$ cat src/hw/rtl/stx_pkg.sv
`default_nettype none

package stx_pkg;

   localparam int MAX_DEPTH_DEF = 64;
   localparam int DEPTH_W       = 7;
   localparam int QUEUE_DEPTH   = 4;
   localparam int QPTR_W        = $clog2(QUEUE_DEPTH);

   localparam logic [7:0] CH_AT        = 8'h40;
   localparam logic [7:0] CH_NEWLINE   = 8'h0a;
   localparam logic [7:0] CH_N         = 8'h6e;
   localparam logic [7:0] CH_BACKSLASH = 8'h5c;
   localparam logic [7:0] CH_QUOTE     = 8'h22;
   localparam logic [7:0] CH_HASH      = 8'h23;
   localparam logic [7:0] CH_SEMI      = 8'h3b;
   localparam logic [7:0] CH_OPEN      = 8'h28;
   localparam logic [7:0] CH_CLOSE     = 8'h29;
   localparam logic [7:0] CH_SPACE     = 8'h20;

   typedef enum logic [2:0] {
      EV_CHAR       = 3'd0,
      EV_END        = 3'd1,
      EV_OPEN       = 3'd2,
      EV_CLOSE      = 3'd3,
      EV_UNMATCHED  = 3'd4,
      EV_UNBALANCED = 3'd5,
      EV_OVERFLOW   = 3'd6
   } event_type;

   typedef enum logic [1:0] {
      MODE_NORMAL = 2'd0,
      MODE_MARK   = 2'd1,
      MODE_SKIP   = 2'd2
   } mode_type;

   typedef struct packed {
      event_type            ev;
      logic [7:0]           ch;
      logic [DEPTH_W-1:0]   dep;
      logic                 drp;
      logic                 last;
   } result_type;

   // up to two words per input byte, handed to the result queue together
   typedef struct packed {
      logic [1:0]  count;
      result_type  res0;
      result_type  res1;
   } push_type;

   function automatic logic is_atom_byte(input logic [7:0] b);
      logic r;
      r = ((b >= 8'h61) && (b <= 8'h7a)) || ((b >= 8'h41) && (b <= 8'h5a)) ||
          ((b >= 8'h30) && (b <= 8'h39)) ||
          (b == 8'h2e) || (b == 8'h2f) || (b == 8'h2d) || (b == 8'h5f) ||
          (b == 8'h21) || (b == 8'h3a) || (b == 8'h2a);
      return r;
   endfunction

   function automatic logic is_delim_byte(input logic [7:0] b);
      logic r;
      r = (b == CH_SPACE) || (b == CH_SEMI) || (b == CH_OPEN) || (b == CH_CLOSE) ||
          (b == CH_HASH) || (b == CH_QUOTE);
      return r;
   endfunction

   function automatic push_type push_event(input push_type p, input event_type ev,
                                           input logic [7:0] ch,
                                           input logic [DEPTH_W-1:0] dep,
                                           input logic drp);
      push_type   q;
      result_type r;
      q      = p;
      r.ev   = ev;
      r.ch   = ch;
      r.dep  = dep;
      r.drp  = drp;
      r.last = 1'b1;
      if (p.count == 2'd0) begin
         q.res0  = r;
         q.count = 2'd1;
      end else begin
         q.res0.last = 1'b0;
         q.res1      = r;
         q.count     = 2'd2;
      end
      return q;
   endfunction

endpackage

`default_nettype wire

$ cat src/hw/rtl/stx_core.sv
`default_nettype none

module stx_core import stx_pkg::*; #(
   parameter int MaxDepth = MAX_DEPTH_DEF
) (
   input  wire logic       clock,
   input  wire logic       reset,
   input  wire logic       accept,
   input  wire logic [7:0] byte_in,
   input  wire logic       end_of_input,
   output push_type        push
);

   localparam logic [DEPTH_W-1:0] MaxDepthW = DEPTH_W'(MaxDepth);

   mode_type           mode_ff, mode_in;
   logic               esc_ff, esc_in;
   logic               quote_ff, quote_in;
   logic               atom_ff, atom_in;
   logic               dnext_ff, dnext_in;
   logic               dact_ff, dact_in;
   logic [DEPTH_W-1:0] dlevel_ff, dlevel_in;
   logic [DEPTH_W-1:0] depth_ff, depth_in;

   always_comb begin
      push_type   p;
      logic [7:0] ch;
      logic       clear;
      p         = '0;
      ch        = byte_in;
      clear     = 1'b0;
      mode_in   = mode_ff;
      esc_in    = esc_ff;
      quote_in  = quote_ff;
      atom_in   = atom_ff;
      dnext_in  = dnext_ff;
      dact_in   = dact_ff;
      dlevel_in = dlevel_ff;
      depth_in  = depth_ff;

      if (end_of_input) begin
         if (depth_ff != '0) begin
            p = push_event(p, EV_UNBALANCED, 8'h00, depth_ff, 1'b0);
         end
         clear = 1'b1;
      end else begin
         case (mode_ff)
            MODE_MARK: begin
               if (byte_in == CH_AT) begin
                  dnext_in = 1'b1;
                  mode_in  = MODE_NORMAL;
               end else if (byte_in == CH_NEWLINE) begin
                  mode_in = MODE_NORMAL;
               end else begin
                  mode_in = MODE_SKIP;
               end
            end
            MODE_SKIP: begin
               if (byte_in == CH_NEWLINE) begin
                  mode_in = MODE_NORMAL;
               end
            end
            default: begin
               mode_in = MODE_NORMAL;
               if (esc_ff) begin
                  esc_in  = 1'b0;
                  atom_in = 1'b1;
                  if (byte_in == CH_N) begin
                     ch = CH_NEWLINE;
                  end
                  if (depth_ff != '0) begin
                     p = push_event(p, EV_CHAR, ch, depth_ff, dact_ff | dnext_ff);
                  end
               end else if (byte_in == CH_BACKSLASH) begin
                  esc_in = 1'b1;
               end else if (quote_ff) begin
                  if (byte_in == CH_QUOTE) begin
                     quote_in = 1'b0;
                     atom_in  = 1'b0;
                     if (depth_ff != '0) begin
                        p = push_event(p, EV_END, 8'h00, depth_ff, dact_ff | dnext_ff);
                        dnext_in = 1'b0;
                     end
                  end else begin
                     atom_in = 1'b1;
                     if (depth_ff != '0) begin
                        p = push_event(p, EV_CHAR, byte_in, depth_ff, dact_ff | dnext_ff);
                     end
                  end
               end else if (byte_in == CH_QUOTE) begin
                  quote_in = 1'b1;
               end else if (is_atom_byte(byte_in)) begin
                  atom_in = 1'b1;
                  if (depth_ff != '0) begin
                     p = push_event(p, EV_CHAR, byte_in, depth_ff, dact_ff | dnext_ff);
                  end
               end else begin
                  // a delimiter closes any atom in progress before acting
                  if (atom_ff && is_delim_byte(byte_in)) begin
                     atom_in = 1'b0;
                     if (depth_ff != '0) begin
                        p = push_event(p, EV_END, 8'h00, depth_ff, dact_ff | dnext_ff);
                        dnext_in = 1'b0;
                     end
                  end
                  if ((byte_in == CH_HASH) || (byte_in == CH_SEMI)) begin
                     mode_in = MODE_MARK;
                  end else if (byte_in == CH_OPEN) begin
                     if (depth_ff >= MaxDepthW) begin
                        p     = push_event(p, EV_OVERFLOW, 8'h00, depth_ff, 1'b0);
                        clear = 1'b1;
                     end else begin
                        p = push_event(p, EV_OPEN, 8'h00, depth_ff, dact_ff | dnext_in);
                        if (dnext_in && !dact_ff) begin
                           dact_in   = 1'b1;
                           dlevel_in = depth_ff;
                        end
                        dnext_in = 1'b0;
                        depth_in = depth_ff + DEPTH_W'(1);
                     end
                  end else if (byte_in == CH_CLOSE) begin
                     if (depth_ff == '0) begin
                        p     = push_event(p, EV_UNMATCHED, 8'h00, '0, 1'b0);
                        clear = 1'b1;
                     end else begin
                        depth_in = depth_ff - DEPTH_W'(1);
                        p = push_event(p, EV_CLOSE, 8'h00, depth_in, dact_ff);
                        if (dact_ff && (depth_in == dlevel_ff)) begin
                           dact_in = 1'b0;
                        end
                     end
                  end
               end
            end
         endcase
      end

      if (clear) begin
         mode_in   = MODE_NORMAL;
         esc_in    = 1'b0;
         quote_in  = 1'b0;
         atom_in   = 1'b0;
         dnext_in  = 1'b0;
         dact_in   = 1'b0;
         dlevel_in = '0;
         depth_in  = '0;
      end

      push = p;
      if (!accept) begin
         push.count = 2'd0;
      end
   end

   always_ff @(posedge clock) begin
      if (reset) begin
         mode_ff   <= MODE_NORMAL;
         esc_ff    <= 1'b0;
         quote_ff  <= 1'b0;
         atom_ff   <= 1'b0;
         dnext_ff  <= 1'b0;
         dact_ff   <= 1'b0;
         dlevel_ff <= '0;
         depth_ff  <= '0;
      end else if (accept) begin
         mode_ff   <= mode_in;
         esc_ff    <= esc_in;
         quote_ff  <= quote_in;
         atom_ff   <= atom_in;
         dnext_ff  <= dnext_in;
         dact_ff   <= dact_in;
         dlevel_ff <= dlevel_in;
         depth_ff  <= depth_in;
      end
   end

endmodule

`default_nettype wire

$ cat src/hw/rtl/stx_resq.sv
`default_nettype none

module stx_resq import stx_pkg::*; (
   input  wire logic     clock,
   input  wire logic     reset,
   input  wire push_type push,
   output logic          room,
   output logic          out_valid,
   input  wire logic     out_ready,
   output result_type    out_word
);

   result_type           mem_ff [QUEUE_DEPTH];
   logic [QPTR_W-1:0]    wr_ptr_ff, wr_ptr_in;
   logic [QPTR_W-1:0]    rd_ptr_ff, rd_ptr_in;
   logic [QPTR_W:0]      count_ff, count_in;
   logic                 pop;
   logic [QPTR_W-1:0]    wr_next;

   assign out_valid = (count_ff != '0);
   assign out_word  = mem_ff[rd_ptr_ff];
   assign pop       = out_valid && out_ready;
   // keep space for a full pair of words from the next byte
   assign room      = (count_ff <= (QPTR_W + 1)'(QUEUE_DEPTH - 2));
   assign wr_next   = wr_ptr_ff + QPTR_W'(1);

   always_comb begin
      wr_ptr_in = wr_ptr_ff + QPTR_W'(push.count);
      rd_ptr_in = rd_ptr_ff + QPTR_W'(pop);
      count_in  = count_ff + (QPTR_W + 1)'(push.count) - (QPTR_W + 1)'(pop);
   end

   always_ff @(posedge clock) begin
      if (reset) begin
         wr_ptr_ff <= '0;
         rd_ptr_ff <= '0;
         count_ff  <= '0;
      end else begin
         wr_ptr_ff <= wr_ptr_in;
         rd_ptr_ff <= rd_ptr_in;
         count_ff  <= count_in;
      end
   end

   always_ff @(posedge clock) begin
      if (push.count != 2'd0) begin
         mem_ff[wr_ptr_ff] <= push.res0;
      end
      if (push.count == 2'd2) begin
         mem_ff[wr_next] <= push.res1;
      end
   end

endmodule

`default_nettype wire

$ cat src/hw/rtl/sexpr_tokenizer_unit.sv
// channel   direction  handshake             words
// req_      in         req_valid/req_ready   one text byte or end marker
// rsp_      out        rsp_valid/rsp_ready   one event, last flags the final one
//
// a byte is taken in the cycle it arrives while req_ready is high; its one or
// two events go into a four-word result queue and leave one per cycle while
// rsp_ready is high. req_ready drops while fewer than two queue slots are
// free. synchronous reset empties the queue and clears all parse state.
`default_nettype none

module sexpr_tokenizer_unit import stx_pkg::*; #(
   parameter int MaxDepth = MAX_DEPTH_DEF
) (
   input  wire logic               clock,
   input  wire logic               reset,
   input  wire logic               req_valid,
   output logic                    req_ready,
   input  wire logic [7:0]         req_byte_in,
   input  wire logic               req_end_of_input,
   output logic                    rsp_valid,
   input  wire logic               rsp_ready,
   output logic [2:0]              rsp_event_res,
   output logic [7:0]              rsp_char_out,
   output logic [DEPTH_W-1:0]      rsp_nest_depth,
   output logic                    rsp_dropped,
   output logic                    rsp_last
);

   push_type   push;
   result_type word;
   logic       room;
   logic       accept;

   assign req_ready = room;
   assign accept    = req_valid && room;

   stx_core #(
      .MaxDepth(MaxDepth)
   ) u_core (
      .clock        (clock),
      .reset        (reset),
      .accept       (accept),
      .byte_in      (req_byte_in),
      .end_of_input (req_end_of_input),
      .push         (push)
   );

   stx_resq u_resq (
      .clock     (clock),
      .reset     (reset),
      .push      (push),
      .room      (room),
      .out_valid (rsp_valid),
      .out_ready (rsp_ready),
      .out_word  (word)
   );

   assign rsp_event_res  = word.ev;
   assign rsp_char_out   = word.ch;
   assign rsp_nest_depth = word.dep;
   assign rsp_dropped    = word.drp;
   assign rsp_last       = word.last;

endmodule

`default_nettype wire
$ cat config.mk
export PLATFORM = sky130hd
export DESIGN_NAME = sexpr_tokenizer_unit
export DESIGN_NICKNAME = d
export VERILOG_FILES = /design/src/hw/rtl/stx_pkg.sv /design/src/hw/rtl/stx_core.sv /design/src/hw/rtl/stx_resq.sv /design/src/hw/rtl/sexpr_tokenizer_unit.sv
export SDC_FILE = /design/constraint.sdc
export NUM_CORES = 1
export LEC_CHECK = 0
export BUFFER_PORTS_ARGS = -buffer_cell sky130_fd_sc_hd__buf_2
export CORE_MARGIN = 5
export CORE_UTILIZATION = 25
export DETAILED_ROUTE_END_ITERATION = 7
export PLACE_DENSITY_LB_ADDON = 0.12
export SYNTH_ARGS = -nofsm -noshare
export SYNTH_HDL_FRONTEND = slang
export SYNTH_SLANG_ARGS = --single-unit
$ cat constraint.sdc
create_clock -name clock -period 4.4 [get_ports clock]
set_input_delay 1.32 -clock clock [delete_from_list [all_inputs] [get_ports clock]]
set_output_delay 1.32 -clock clock [all_outputs]
set_load 0.02 [all_outputs]
* After elaboration in Yosys (flattened, before gate mapping)
Memory sizes are Yosys's and may differ from the RTL's. A register that Yosys moved wholly into a read port is not among the register bits.
Index checks and enable logic that the tools add are counted.
** Storage, ports and cells
- Bits in registers :: 28
- Bits in writable memories :: 80
- Input port bits :: 13
- Logic and storage cells :: 265
- Memories :: 1
** Memory list
- u_resq.mem_ff :: depth 4, bits a word 20, rd ports 1, clocked after Yosys merged registers in 1, write ports 2, line stx_resq.sv:13 : result_type mem_ff [QUEUE_DEPTH];
** Cells by class
- Add/sub/neg operators :: 7
- Order comparisons :: 8
- Equal/unequal tests :: 43
- Multiplexer cells :: 150
- Bitwise logic cells :: 2
- Reductions and logical operators :: 43
** Operator list (count)
- 42-bit 2-to-1 mux :: 19
- 7-bit 2-to-1 mux :: 25
- 41-bit 2-to-1 mux :: 4
- 8-bit by 6-bit equality test with 1-bit output, second input constant :: 12
- 20-bit 2-to-1 mux :: 4
- 40-bit 2-to-1 mux :: 2
- 1-bit 2-to-1 mux :: 76
- 19-bit 2-to-1 mux :: 4
- 8-bit by 7-bit equality test with 1-bit output, second input constant :: 4
- 2-bit 2-to-1 mux :: 13
- 12-bit AND reduction :: 2
- 8-bit by 7-bit >= comparator with 1-bit output, second input constant :: 2
- 8-bit by 7-bit <= comparator with 1-bit output, second input constant :: 2
- 1-bit logical OR :: 15
- 2-bit != test, second input constant :: 7
- 14-bit AND reduction :: 1
- 3-bit != test, second input constant :: 4
- 9-bit AND reduction :: 1
- 3-bit nonzero test :: 3
- 8-bit by 4-bit equality test with 1-bit output, second input constant :: 1
- 8-bit by 6-bit >= comparator with 1-bit output, second input constant :: 1
- 8-bit by 6-bit <= comparator with 1-bit output, second input constant :: 1
- 1-bit logical AND :: 8
- 8-bit 2-to-1 mux :: 1
- other kinds (31) :: 41

* Longest topological paths before layout
Gate-level depths: netlist (run 1).
- Depth in word-level cells :: 35
- Gate-level depth with buffers :: 17
- Mapped depth without buffers :: 16

* Cells and area by module
A second synthesis (run 1) with hierarchy kept.
** Unflattened totals
- Cells, all modules :: 640
- Area total of the unflattened synthesis :: 7070.5 µm²
** By module, submodules not included
- stx_resq :: instances 1, cells an instance 239, area each 4307.9 µm²
- stx_core :: instances 1, cells an instance 400, area each 2756.4 µm²
- sexpr_tokenizer_unit :: instances 1, cells an instance 1, area each 6.3 µm²

* Worst setup path before layout (run 1)
Ideal clock, no wire load.
- Kind :: in2reg
- Start point :: in req_byte_in[2]
- End point :: reg u_resq.count_ff[2]
- Setup time :: 128 ps
- Arrival :: 4327 ps
- Setup slack :: -54 ps
- Stages :: 15
- Path buffers :: 1
- Path through :: buf_2 nor4b_1 nand2_1 a21oi_1 nand2_1 inv_1 ha_1 a31oi_1 o311a_1 o22a_1 or3_1 fa_1 xnor2_1 xnor2_1 nor2_1
** On the way
- Cells in the longest elaborated chain, start to end :: 30
- Elaborated cells between the ends (all ways) :: 63
** Ends and longest elaborated chain
- start, declared :: line sexpr_tokenizer_unit.sv:18 : input wire logic [7:0] req_byte_in,
- 8-bit by 6-bit equality test with 1-bit output, on equally long branches :: line stx_pkg.sv:63, stx_core.sv:106
- 1-bit logical OR (4 in a row) :: line stx_pkg.sv:63 : r = (b == CH_SPACE) || (b == CH_SEMI) || (b == CH_OPEN) || (b == CH_CLOSE) ||
- 1-bit logical OR :: line stx_pkg.sv:64 : (b == CH_HASH) || (b == CH_QUOTE);
- 1-bit logical AND :: line stx_core.sv:99 : if (atom_ff && is_delim_byte(byte_in)) begin
- 42-bit 2-to-1 mux :: line stx_core.sv:99
- 42-bit 2-to-1 mux :: line stx_core.sv:92 : end else if (is_atom_byte(byte_in)) begin
- 42-bit 2-to-1 mux :: line stx_core.sv:90 : end else if (byte_in == CH_QUOTE) begin
- 42-bit 2-to-1 mux :: line stx_core.sv:76 : end else if (quote_ff) begin
- [11 not listed]
- 42-bit 2-to-1 mux :: line stx_core.sv:76
- 42-bit 2-to-1 mux (*) :: line stx_core.sv:74 : end else if (byte_in == CH_BACKSLASH) begin
- 42-bit 2-to-1 mux (*) :: line stx_core.sv:65 : if (esc_ff) begin
- 42-bit 2-to-1 mux (*) :: line stx_core.sv:47 : case (mode_ff)
- 42-bit 2-to-1 mux (*) :: line stx_core.sv:41 : if (end_of_input) begin
- 2-bit 2-to-1 mux (*) :: line stx_core.sv:150 : if (!accept) begin
- 3-bit by 2-bit adder with 3-bit output (*) :: line stx_resq.sv:30 : count_in = count_ff + (QPTR_W + 1)'(push.count) - (QPTR_W + 1)'(pop);
- 3-bit by 1-bit subtractor with 3-bit output (*) :: line stx_resq.sv:30
- end signal, assigned :: line stx_resq.sv:41 : count_ff <= count_in;
- end, declared :: line stx_resq.sv:16 : logic [QPTR_W:0] count_ff, count_in;
Every way passes the cells marked *; elsewhere a longest branch is shown, timed or not. The select of a mux whose other input is x is not followed.
A chain may end at the register's enable or synchronous reset.

* Worst setup path after layout (run 1)
- Start point :: in req_byte_in[3]
- End point :: reg u_resq.count_ff[2]
The elaborated chain is that of the path after synthesis.

==> summary.md, run 1 <==
| Metric | Value |
|---|---|
| Clk root buf | clkbuf_16 |
| TritonCTS Buffers | 9 |
| I/O pins | 35 |
| Largest net degree at the start of global routing | 29 |
| Clk pwr share | between 20% and 30% |
| Ys flop type | dfxtp_1 |
| Final min period | 4092 ps |
| Power per cell area | 375.0 nW/um^2 |
| CTS tree | built |
| Final Max Tran Viols | 0 |
| CP Data Required Time | 4620 ps |
| Clock Skew | 8.382 ps |
| Crit-path leading delay family | simple AND/OR/NAND/NOR gates |
| Core footprint | around 26,000 um^2 |
| Post-synth EDFFs | 48 |
| Grt total ovfl | 0 |
| Clk Latency, worst-skew pair | 350 ps |
| Switching Fraction | around a third |
| CP Class | primary input to flip-flop |
| Clock sink count | 108 |
| Proportion of layout cells with a drive suffix above 1 | 20.85% |
| Core Rows | 59 |
| Detailed-router iteration count before antenna repair | 5 |
| Die area | 29,220 um^2 |
| Via Count | 5,585 |
| Post-CTS Setup Bufs | 0 |
| Hold Crit Class | flip-flop to flip-flop |
| Comb pwr share | between 30% and 40% |
| Fin Setup TNS | 0 ps |
| Yosys Warn Count | 0 |
| GRT Total Usage | about 15% |
| RSZ-0062 raised after global routing | no |
| Initial drt markers | 367 |
| Starting Density | 25.13% |
| Yosys cell types | 75 |
| Internal power | 1.884 mW |
| Initial antenna violation count | 0 |
| Worst Setup End Kind | flip-flop |
| Post-DP HPWL | 15.63 mm |
| First-pass GRT wire length | between 30 and 40 mm |
| Die H | approximately 170 um |
| Port Buffers | 34 |
| Avg WL per Cell | ~19 um |
| CP peak stage delay | 400 ps |
| Sequential fraction of the synthesis area | 40.81% |
| Drt drc | 0 |
| Arr. time, crit path | 4320 ps |
| Largest area contributor in the netlist | edfxtp_1 |
| Status | finished, final reports clean |
| Hold buffer count at cts | 0 |
| Commonest cells in the netlist | 77 x nand2_1, 60 x dfxtp_1, 50 x a21oi_1, 49 x o22ai_1, 48 x edfxtp_1 |
| Routed wire length | 21.04 mm |
| Ys async rst share | 0% |
| Worst-path clk slew | 80 ps |
| Synth area leaders | edfxtp_1 22%, dfxtp_1 19%, mux4_2 7.0% |
| Dpl cells | approximately 1,100 |
| Yosys reg bits | 108 |
| Share of the synthesized area in the top cell type | 22.26% |
| Max FO, Critical Path | 13 |
| Slowest-stage cell, CP | fa_1 |
| Crit-path cells | buf_2 -> nor4b_1 -> buf_4 -> nand2_1 -> nor2_1 -> ha_1 -> a31oi_1 -> o311a_1 -> o22a_1 -> or3_1 -> fa_1 -> xnor2_1 -> xnor2_1 -> nor2_1 |
| H-tree depth | 3 |
| Syn Area/Cell | around 9.4 um^2 |
| Worst-Margin Slew | 971.3 ps |
| Final setup violation count | 0 |
| LEAKAGE | 2.707 nW |
| Nets@finish | 773 |
| Area growth syn-to-layout | 17.66% |
| Gpl congestion | ~0.87 |
| Worst vdd ir | 173.9 uV |
| Tcrit/Tclk final | 93.01% |
| Post-cts gate resize count | 0 |
| Slew headroom | 34.75% |
| Antenna Cells | 0 |
| Non-filler instance count after layout | 1,088 |
| Syn Nets | 716 |
| Max Freq | 244.4 MHz |
| Crit start category | primary input |
| Number of global-route vias before repair | 5,574 |
| Final number of hold-violating endpoints | 0 |
| Clock buffer depth | 2 |
| Via/cell ratio | 5.133 |
| Max Cap Viol | 0 |
| Most common cell in the netlist | nand2_1 |
| Cells after Synth | between 600 and 700 |
| Mapped Area | 6475 um^2 |
| Placed Instance Area | 7320 um^2 |
| Sw Pwr | 973.1 uW |
| Share of power burned in registers | 40.3% |
| Detail Route Antenna Nets | 0 |
| Post-route cell area | between 7000 and 8000 um^2 |
| Buf+Inv Stages, Crit Path | 2 |
| WHS | ~460 ps |
| Die W | 170.9 um |
-- cell usage in the layout (no fill, tap or decap), types with 5 or more instances in the layout --
master,count
buf_2,34
ha_1,11
nor4b_1,6
xor2_1,8
buf_4,65
a31oi_1,9
nand2_1,77
nor2b_1,9
inv_1,19
or3_1,16
o22ai_1,49
mux2i_1,19
clkbuf_16,9
a21oi_1,49
nor3_1,10
and3_1,6
nor3b_1,5
and2_1,11
nand3_1,27
nor2_1,32
xnor2_1,13
nand2b_1,12
mux4_2,20
dfxtp_1,60
edfxtp_1,48
o21ai_0,45
nor4_1,5
-- worst register-to-register path, stage by stage (launching register included) --
cell and delay [ps]:
dfxtp_1 370, inv_1 60, ha_1 490, or4b_2 630, a21oi_1 190, nand3_1 100
nor3_1 290, and2_1 260, inv_1 60, ha_1 320, fa_1 440, xnor2_1 180
xnor2_1 140, nor2_1 60
-- logic make-up after synthesis --
group	synth area share [%]
compound gates	20.17
xor+xnor	2.841
fa+ha+maj	2.435
buf+inv	5.063
flops	40.81
mux	10.07
simple gates	18.61
-- final timing paths --
check	from	endpoint	slack, ps	depth (start not counted)
worst max-delay path	req_byte_in[3]	u_resq.count_ff[2]$_SDFF_PP0_	310	14
worst min-delay path	u_resq.mem_ff[3][12]$_SDFFE_PP0N_	u_resq.mem_ff[3][12]$_SDFFE_PP0N_	460	2
worst max register to register	u_core.mode_ff[0]$_SDFFE_PP0P_	u_resq.count_ff[2]$_SDFF_PP0_	680	13
worst min register to register	u_resq.mem_ff[3][12]$_SDFFE_PP0N_	u_resq.mem_ff[3][12]$_SDFFE_PP0N_	460	2
-- registers in the layout, summed over array words and instances, names as in the netlist, 2 cells and up --
signal,flops
u_resq.wr_ptr_ff,2
u_core.dlevel_ff,7
u_resq.mem_ff,80
u_core.depth_ff,7
u_resq.count_ff,3
u_core.mode_ff,2
u_resq.rd_ptr_ff,2
-- power groups by stage --
stage / Combinational (mW) / Clock (mW) / Sequential (mW)
final: 0.865 / 0.841 / 1.15
after global placement: 0.877 / 0 / 1.17
after floorplan: 0.613 / 0 / 1.14
after global routing: 0.948 / 0.913 / 1.16
after CTS: 0.883 / 0.878 / 1.15
after detailed placement: 0.878 / 0 / 1.17
-- through the flow --
| stage | util [%] | power (mW) | setup WS [ps] |
|---|---|---|---|
| floorplan | - | 1.753 | 31.50 |
| global placement | 28.41 | 2.050 | -5.700 |
| detailed placement | 28.41 | 2.053 | -35.13 |
| CTS | 29.57 | 2.912 | 305.8 |
| global route | 29.57 | 3.019 | 159.5 |
| finish | 29.57 | 2.857 | 307.6 |
-- layout make-up --
type	instances	area, um^2
fillers	2717	18140
multi-input cells	510	3508
flip-flops and latches	108	2643
repair buffers	100	678.2
well taps	335	419.2
clock buffers	10	239.0
inverters	19	71.32
clock inverters	6	60.06
-- routing by layer --
layer  share of wire (%)  track usage (%)
met5                   0                0
met4                 1.6            3.893
met3                 3.3            2.172
met2                  49            25.09
met1                  46            19.10
Note: power is estimated with default switching activity, not from simulation.
==> run 2: changes to the inputs <==
--- a/config.mk
+++ b/config.mk
@@ -6,6 +6,7 @@
 export NUM_CORES = 1
 export LEC_CHECK = 0
 export BUFFER_PORTS_ARGS = -buffer_cell sky130_fd_sc_hd__buf_2
+export CORE_ASPECT_RATIO = 2
 export CORE_MARGIN = 5
 export CORE_UTILIZATION = 25
 export DETAILED_ROUTE_END_ITERATION = 7
==> summary.md, run 2 (synthesis results as in run 1) <==
| Metric | Value |
|---|---|
| Drt drc | 0 (unchanged) |
| I/O pins | 35 (unchanged) |
| CP Class | primary input to flip-flop |
| Detailed-router iteration count before antenna repair | 5 (unchanged) |
| Switching Fraction | 34.51% (+0.45 points) |
| Reg with most FFs | u_resq.mem_ff |
| Commonest non-fill, non-tap cell in the layout | nand2_1 |
| Core Rows | 83 (+41%) |
| CP peak stage delay | 390 ps (about the same) |
| Share of power burned in registers | 39.3% (-1.0 points) |
| Avg WL per Cell | 20.79 um (+7.5%) |
| Detail Route Antenna Nets | 0 (unchanged) |
| Via Count | 5,736 (+2.7%) |
| Proportion of layout cells with a drive suffix above 1 | 21.37% (+0.52 points) |
| First-pass GRT wire length | 35.13 mm (+6.9%) |
| Area growth syn-to-layout | 19.00% |
| RSZ-0062 raised after global routing | no |
| Sw Pwr | 1.001 mW (+2.9%) |
| Dpl cells | 1,082 (+0.93%) |
| Hold Crit Class | flip-flop to flip-flop |
| Internal power | 1.900 mW (+0.86%) |
| Max reg flops | 80 (unchanged) |
| Largest net degree at the start of global routing | 29 (unchanged) |
| Worst vdd ir | 217.3 uV (+25%) |
| Post-CTS Setup Bufs | 0 (unchanged) |
| CP Data Required Time | 4640 ps (+20 ps) |
| Top flop regs | u_resq.mem_ff (80), u_core.depth_ff (7), u_core.dlevel_ff (7) |
| Number of global-route vias before repair | 5,909 (+6.0%) |
| Routed wire length | 22.83 mm (+8.5%) |
| Worst-Margin Slew | 675.4 ps (-295.9 ps) |
| LEAKAGE | 2.752 nW (+1.7%) |
| TritonCTS Buffers | 9 (unchanged) |
| Clk root buf | clkbuf_16 |
| Starting Density | 25.24% (+0.11 points) |
| Worst-path clk slew | 80 ps (about the same) |
| Status | finished, final reports clean |
| Via/cell ratio | 5.224 (+1.8%) |
| Clock buffer depth | 2 (unchanged) |
| Max Freq | 247.2 MHz (+1.2%) |
| Final core utilization | 30.04% (+0.47 points) |
| Buf+Inv Stages, Crit Path | 2 (unchanged) |
| Commonest non-fill, non-tap cells in the layout | 77 x nand2_1, 67 x buf_4, 60 x dfxtp_1 |
| Clock Skew | 7.339 ps (-1.044 ps) |
| Antenna Cells | 0 (unchanged) |
| Max Cap Viol | 0 (unchanged) |
| Arr. time, crit path | 4290 ps (-30 ps) |
| Slew headroom | 54.34% (+20 points) |
| Slowest-stage cell, CP | nor4b_1 |
| Crit-path cells | buf_2 -> nor4b_1 -> buf_4 -> nand2_1 -> nor2_1 -> ha_1 -> a31oi_1 -> o311a_1 -> o22a_1 -> or3_1 -> fa_1 -> xnor2_1 -> xnor2_1 -> nor2_1 |
| Core footprint | 25,650 um^2 (-0.44%) |
| Port Buffers | 34 (unchanged) |
| Hold buffer count at cts | 0 (unchanged) |
| H-tree depth | 3 (unchanged) |
| Clk Latency, worst-skew pair | 370 ps (+20 ps) |
| Post-cts gate resize count | 0 (unchanged) |
| Max FO, Critical Path | 13 (unchanged) |
| Layout fillers | 2,744 (+0.99%) |
| Nets@finish | 778 (+0.65%) |
| Gpl congestion | 0.9080 (+4.3%) |
| Clock sink count | 108 (unchanged) |
| Tcrit/Tclk final | 91.95% (-1.1 points) |
| Die H | 237.6 um (+39%) |
| Crit-path leading delay family | simple AND/OR/NAND/NOR gates |
| Worst Setup End Kind | flip-flop |
| Final Max Tran Viols | 0 (unchanged) |
| Post-DP HPWL | 17.07 mm (+9.2%) |
| Crit start category | primary input |
| Grt total ovfl | 0 (unchanged) |
| Die area | 29,410 um^2 (+0.66%) |
| Internal reg-to-reg setup slack | 760 ps (+80 ps) |
| Final setup violation count | 0 (unchanged) |
| Final min period | 4046 ps (-46.59 ps) |
| Die W | 123.8 um (-28%) |
| Comb pwr share | 30.3% (about the same) |
| Final number of hold-violating endpoints | 0 (unchanged) |
| Initial antenna violation count | 0 (unchanged) |
| GRT Total Usage | 15.92% (+1.4 points) |
| Initial drt markers | 608 (+66%) |
| Power per cell area | 376.6 nW/um^2 (+0.42%) |
| Clk pwr share | 30.3% (+0.9 points) |
| Non-filler instance count after layout | 1,098 (+0.92%) |
| CTS tree | built |
run 2: cell types whose count changed in the layout (fill, tap and decap cells not counted):
cell        before  now
clkinvlp_4       1    0
buf_4           65   67
inv_6            1    3
clkinv_4         1    2
inv_8            1    0
inv_4            1    0
bufinv_8         1    2
clkbuf_8         1    0
buf_12           1    4
run 2: stage by stage:
stage	setup WS (ps)	setup TNS [ps]	hold WS [ps]	cell area (um^2)	total power, mW
final	354.2	0	461.9	7705	2.902
after global routing	158.8	0	490.7	7705	3.055
after global placement	0.08926	0	443.0	7401	2.062
after CTS	327.0	0	466.1	7705	2.950
after detailed placement	-44.84	-44.84	451.7	7401	2.063
after floorplan	31.50	0	435.0	6479	1.753
run 2: tightest hold or removal path, delay by kind of cell (launching register included):
family / cells / cell delay (ps)
DFF: 1 / 310
muxes: 1 / 50
and+or+nand+nor: 1 / 50
run 2: final cells by class:
| type | instances | area (um^2) | share of cell area [%] |
|---|---|---|---|
| multi-input cells | 510 | 3508 | 45.53 |
| flip-flops and latches | 108 | 2643 | 34.30 |
| repair buffers | 105 | 753.2 | 9.776 |
| well taps | 340 | 425.4 | 5.521 |
| clock buffers | 9 | 225.2 | 2.923 |
| clock inverters | 7 | 78.83 | 1.023 |
| inverters | 19 | 71.32 | 0.9256 |
run 2: final timing paths:
path	from	end	cells past startpoint
hold reg to reg	u_resq.mem_ff[0][15]$_SDFFE_PP0P_	u_resq.mem_ff[0][15]$_SDFFE_PP0P_	2
setup / recovery	req_byte_in[3]	u_resq.count_ff[2]$_SDFF_PP0_	14
setup reg to reg	u_core.mode_ff[0]$_SDFFE_PP0P_	u_resq.count_ff[2]$_SDFF_PP0_	13
hold / removal	u_resq.mem_ff[0][15]$_SDFFE_PP0P_	u_resq.mem_ff[0][15]$_SDFFE_PP0P_	2
run 2: power by group through the flow:
stage / Sequential [mW] / Combinational (mW) / Clock (mW)
final: 1.14 / 0.880 / 0.880
after global routing: 1.15 / 0.965 / 0.939
after CTS: 1.14 / 0.901 / 0.906
after detailed placement: 1.17 / 0.897 / 0
after global placement: 1.16 / 0.899 / 0
after floorplan: 1.14 / 0.613 / 0
run 2: layer usage:
| layer | global-route usage (%) | share of wire, % | vias to the layer above |
|---|---|---|---|
| li1 | - | - | 2722 |
| met2 | 29.59 | 56 | 147 |
| met1 | 17.13 | 37 | 2817 |
| met3 | 2.143 | 3.1 | 50 |
| met4 | 7.731 | 4.0 | 0 |
| met5 | 0 | 0 | - |
==> run 3: changes to the inputs <==
--- a/config.mk
+++ b/config.mk
@@ -6,7 +6,7 @@
 export NUM_CORES = 1
 export LEC_CHECK = 0
 export BUFFER_PORTS_ARGS = -buffer_cell sky130_fd_sc_hd__buf_2
-export CORE_ASPECT_RATIO = 2
+export CORE_ASPECT_RATIO = 1.4
 export CORE_MARGIN = 5
 export CORE_UTILIZATION = 25
 export DETAILED_ROUTE_END_ITERATION = 7
==> summary.md, run 3 (synthesis results as in run 1) <==
| Metric | Value |
|---|---|
| Status | finished, final reports clean |
| Worst Setup End Kind | flip-flop |
| CP Class | primary input to flip-flop |
| Non-filler instance count after layout | 1,071 (-2.5%) |
| Die W | 146.0 um (+18%) |
| Post-CTS Setup Bufs | 0 (unchanged) |
| Dpl cells | 1,056 (-2.4%) |
| Clk root buf | clkbuf_16 |
| WL met2 | 11.20 mm (-12%) |
| Grt total ovfl | 0 (unchanged) |
| Worst vdd ir | 150.8 uV (-31%) |
| Proportion of layout cells with a drive suffix above 1 | 20.74% (-0.63 points) |
| Top flop regs | u_resq.mem_ff (80), u_core.depth_ff (7), u_core.dlevel_ff (7) |
| Final Max Tran Viols | 0 (unchanged) |
| Routed wire length | 21.27 mm (-6.8%) |
| Commonest non-fill, non-tap cells in the layout | 77 x nand2_1, 61 x buf_4, 60 x dfxtp_1 |
| Largest net degree at the start of global routing | 29 (unchanged) |
| Detail Route Antenna Nets | 0 (unchanged) |
| Hold buffer count at cts | 0 (unchanged) |
| Post-DP HPWL | 15.83 mm (-7.3%) |
| Nets@finish | 773 (-0.64%) |
| H-tree depth | 3 (unchanged) |
| TritonCTS Buffers | 9 (unchanged) |
| Worst-case reg-to-reg path depth | 13 (unchanged) |
| Final core utilization | 30.00% (-0.040 points) |
| Crit start category | primary input |
| Tcrit/Tclk final | 92.50% (+0.55 points) |
| Metal3 WL | 725 um (+2.7%) |
| Antenna Cells | 0 (unchanged) |
| Worst-path clk slew | 70 ps (about the same) |
| Commonest non-fill, non-tap cell in the layout | nand2_1 |
| Core Rows | 69 (-17%) |
| Crit path from | req_byte_in[4] |
| Max Freq | 245.7 MHz (-0.60%) |
| Final setup violation count | 0 (unchanged) |
| Hold Crit Class | flip-flop to flip-flop |
| Highest Signal Layer | met4 |
| CP Data Required Time | 4630 ps (about the same) |
| I/O pins | 35 (unchanged) |
| Wire length on met1 | 8.610 mm (+1.0%) |
| Starting Density | 25.42% (+0.18 points) |
| Via Count | 5,648 (-1.5%) |
| FF-to-FF Start | u_core.mode_ff[0]$_SDFFE_PP0P_ |
| Final number of hold-violating endpoints | 0 (unchanged) |
| Detailed-router iteration count before antenna repair | 5 (unchanged) |
| Max Cap Viol | 0 (unchanged) |
| Worst-Margin Slew | 935.5 ps (+260.1 ps) |
| Max reg flops | 80 (unchanged) |
| Power per cell area | 370.7 nW/um^2 (-1.6%) |
| Post-cts gate resize count | 0 (unchanged) |
| First-pass GRT wire length | 33.12 mm (-5.7%) |
| Arr. time, crit path | 4300 ps (about the same) |
| Clock Skew | 7.811 ps (+0.4724 ps) |
| Clock sink count | 108 (unchanged) |
| Reg with most FFs | u_resq.mem_ff |
| Drt drc | 0 (unchanged) |
| Via/cell ratio | 5.274 (+0.95%) |
| Slew headroom | 37.15% (-17 points) |
| Port Buffers | 34 (unchanged) |
| Final min period | 4070 ps (+24.24 ps) |
| Hold Path Stages | 2 (unchanged) |
| Clk Latency, worst-skew pair | 360 ps (about the same) |
| LEAKAGE | 2.717 nW (-1.3%) |
| Initial drt markers | 426 (-30%) |
| Hold_sp | u_resq.mem_ff[0][12]$_SDFFE_PP0P_ |
| Max FO, Critical Path | 15 (+2) |
| Avg WL per Cell | 19.86 um (-4.5%) |
| CTS tree | built |
| RSZ-0062 raised after global routing | no |
| Clock buffer depth | 2 (unchanged) |
| Initial antenna violation count | 0 (unchanged) |
| Layout fillers | 2,635 (-4.0%) |
| Gpl congestion | 0.8612 (-5.2%) |
| Die area | 29,260 um^2 (-0.51%) |
| Number of global-route vias before repair | 5,819 (-1.5%) |
| Die H | 200.4 um (-16%) |
| Core footprint | 25,470 um^2 (-0.71%) |
| Area growth syn-to-layout | 17.99% |
| GRT Total Usage | 14.46% (-1.5 points) |
## run 3: power by group
group          total (mW)  internal, mW  leakage, nW  switching (mW)
clock network       0.824         0.439        0.138           0.384
logic               0.871         0.351         1.61           0.519
registers            1.14          1.10        0.966          0.0425
## run 3: final timing paths
| kind | end | slack, ps |
|---|---|---|
| max | u_resq.count_ff[2]$_SDFF_PP0_ | 330 |
| min | u_resq.mem_ff[0][12]$_SDFFE_PP0P_ | 460 |
| max reg2reg | u_resq.count_ff[2]$_SDFF_PP0_ | 710 |
| min reg2reg | u_resq.mem_ff[0][12]$_SDFFE_PP0P_ | 460 |
## run 3: layout make-up
cell class | instances | area [um^2] | share of cell area (%)
multi-input cells | 510 | 3508 | 45.92
flip-flops and latches | 108 | 2643 | 34.59
repair buffers | 100 | 728.2 | 9.532
well taps | 319 | 399.1 | 5.224
clock buffers | 9 | 225.2 | 2.948
inverters | 19 | 71.32 | 0.9335
clock inverters | 6 | 65.06 | 0.8516
## run 3: through the flow
stage / cell area [um^2] / setup WS [ps] / hold slack, ps / setup TNS (ps) / total power, mW
global route: 7640 / 102.0 / 481.8 / 0 / 2.983
detailed placement: 7350 / -67.54 / 449.3 / -683.8 / 2.047
floorplan: 6479 / 31.50 / 435.0 / 0 / 1.753
finish: 7640 / 329.9 / 457.8 / 0 / 2.832
CTS: 7640 / 318.0 / 460.9 / 0 / 2.884
global placement: 7350 / -51.59 / 443.5 / -480.1 / 2.040
## run 3: per-layer routing
layer | GRT usage (%) | up-vias
met5 | 0 | -
met4 | 6.725 | 0
met3 | 2.123 | 38
met2 | 26.83 | 145
met1 | 16.13 | 2750
li1 | - | 2715
## run 3: worst max-delay path: stages
cell and delay [ps]:
buf_2 110, buf_4 180, nor4b_1 470, a21oi_1 90
o22ai_1 360, o21ai_0 240, o311a_1 200, o22a_1 210
or3_1 340, fa_1 390, xnor2_1 180, xnor2_1 140
nor2_1 60
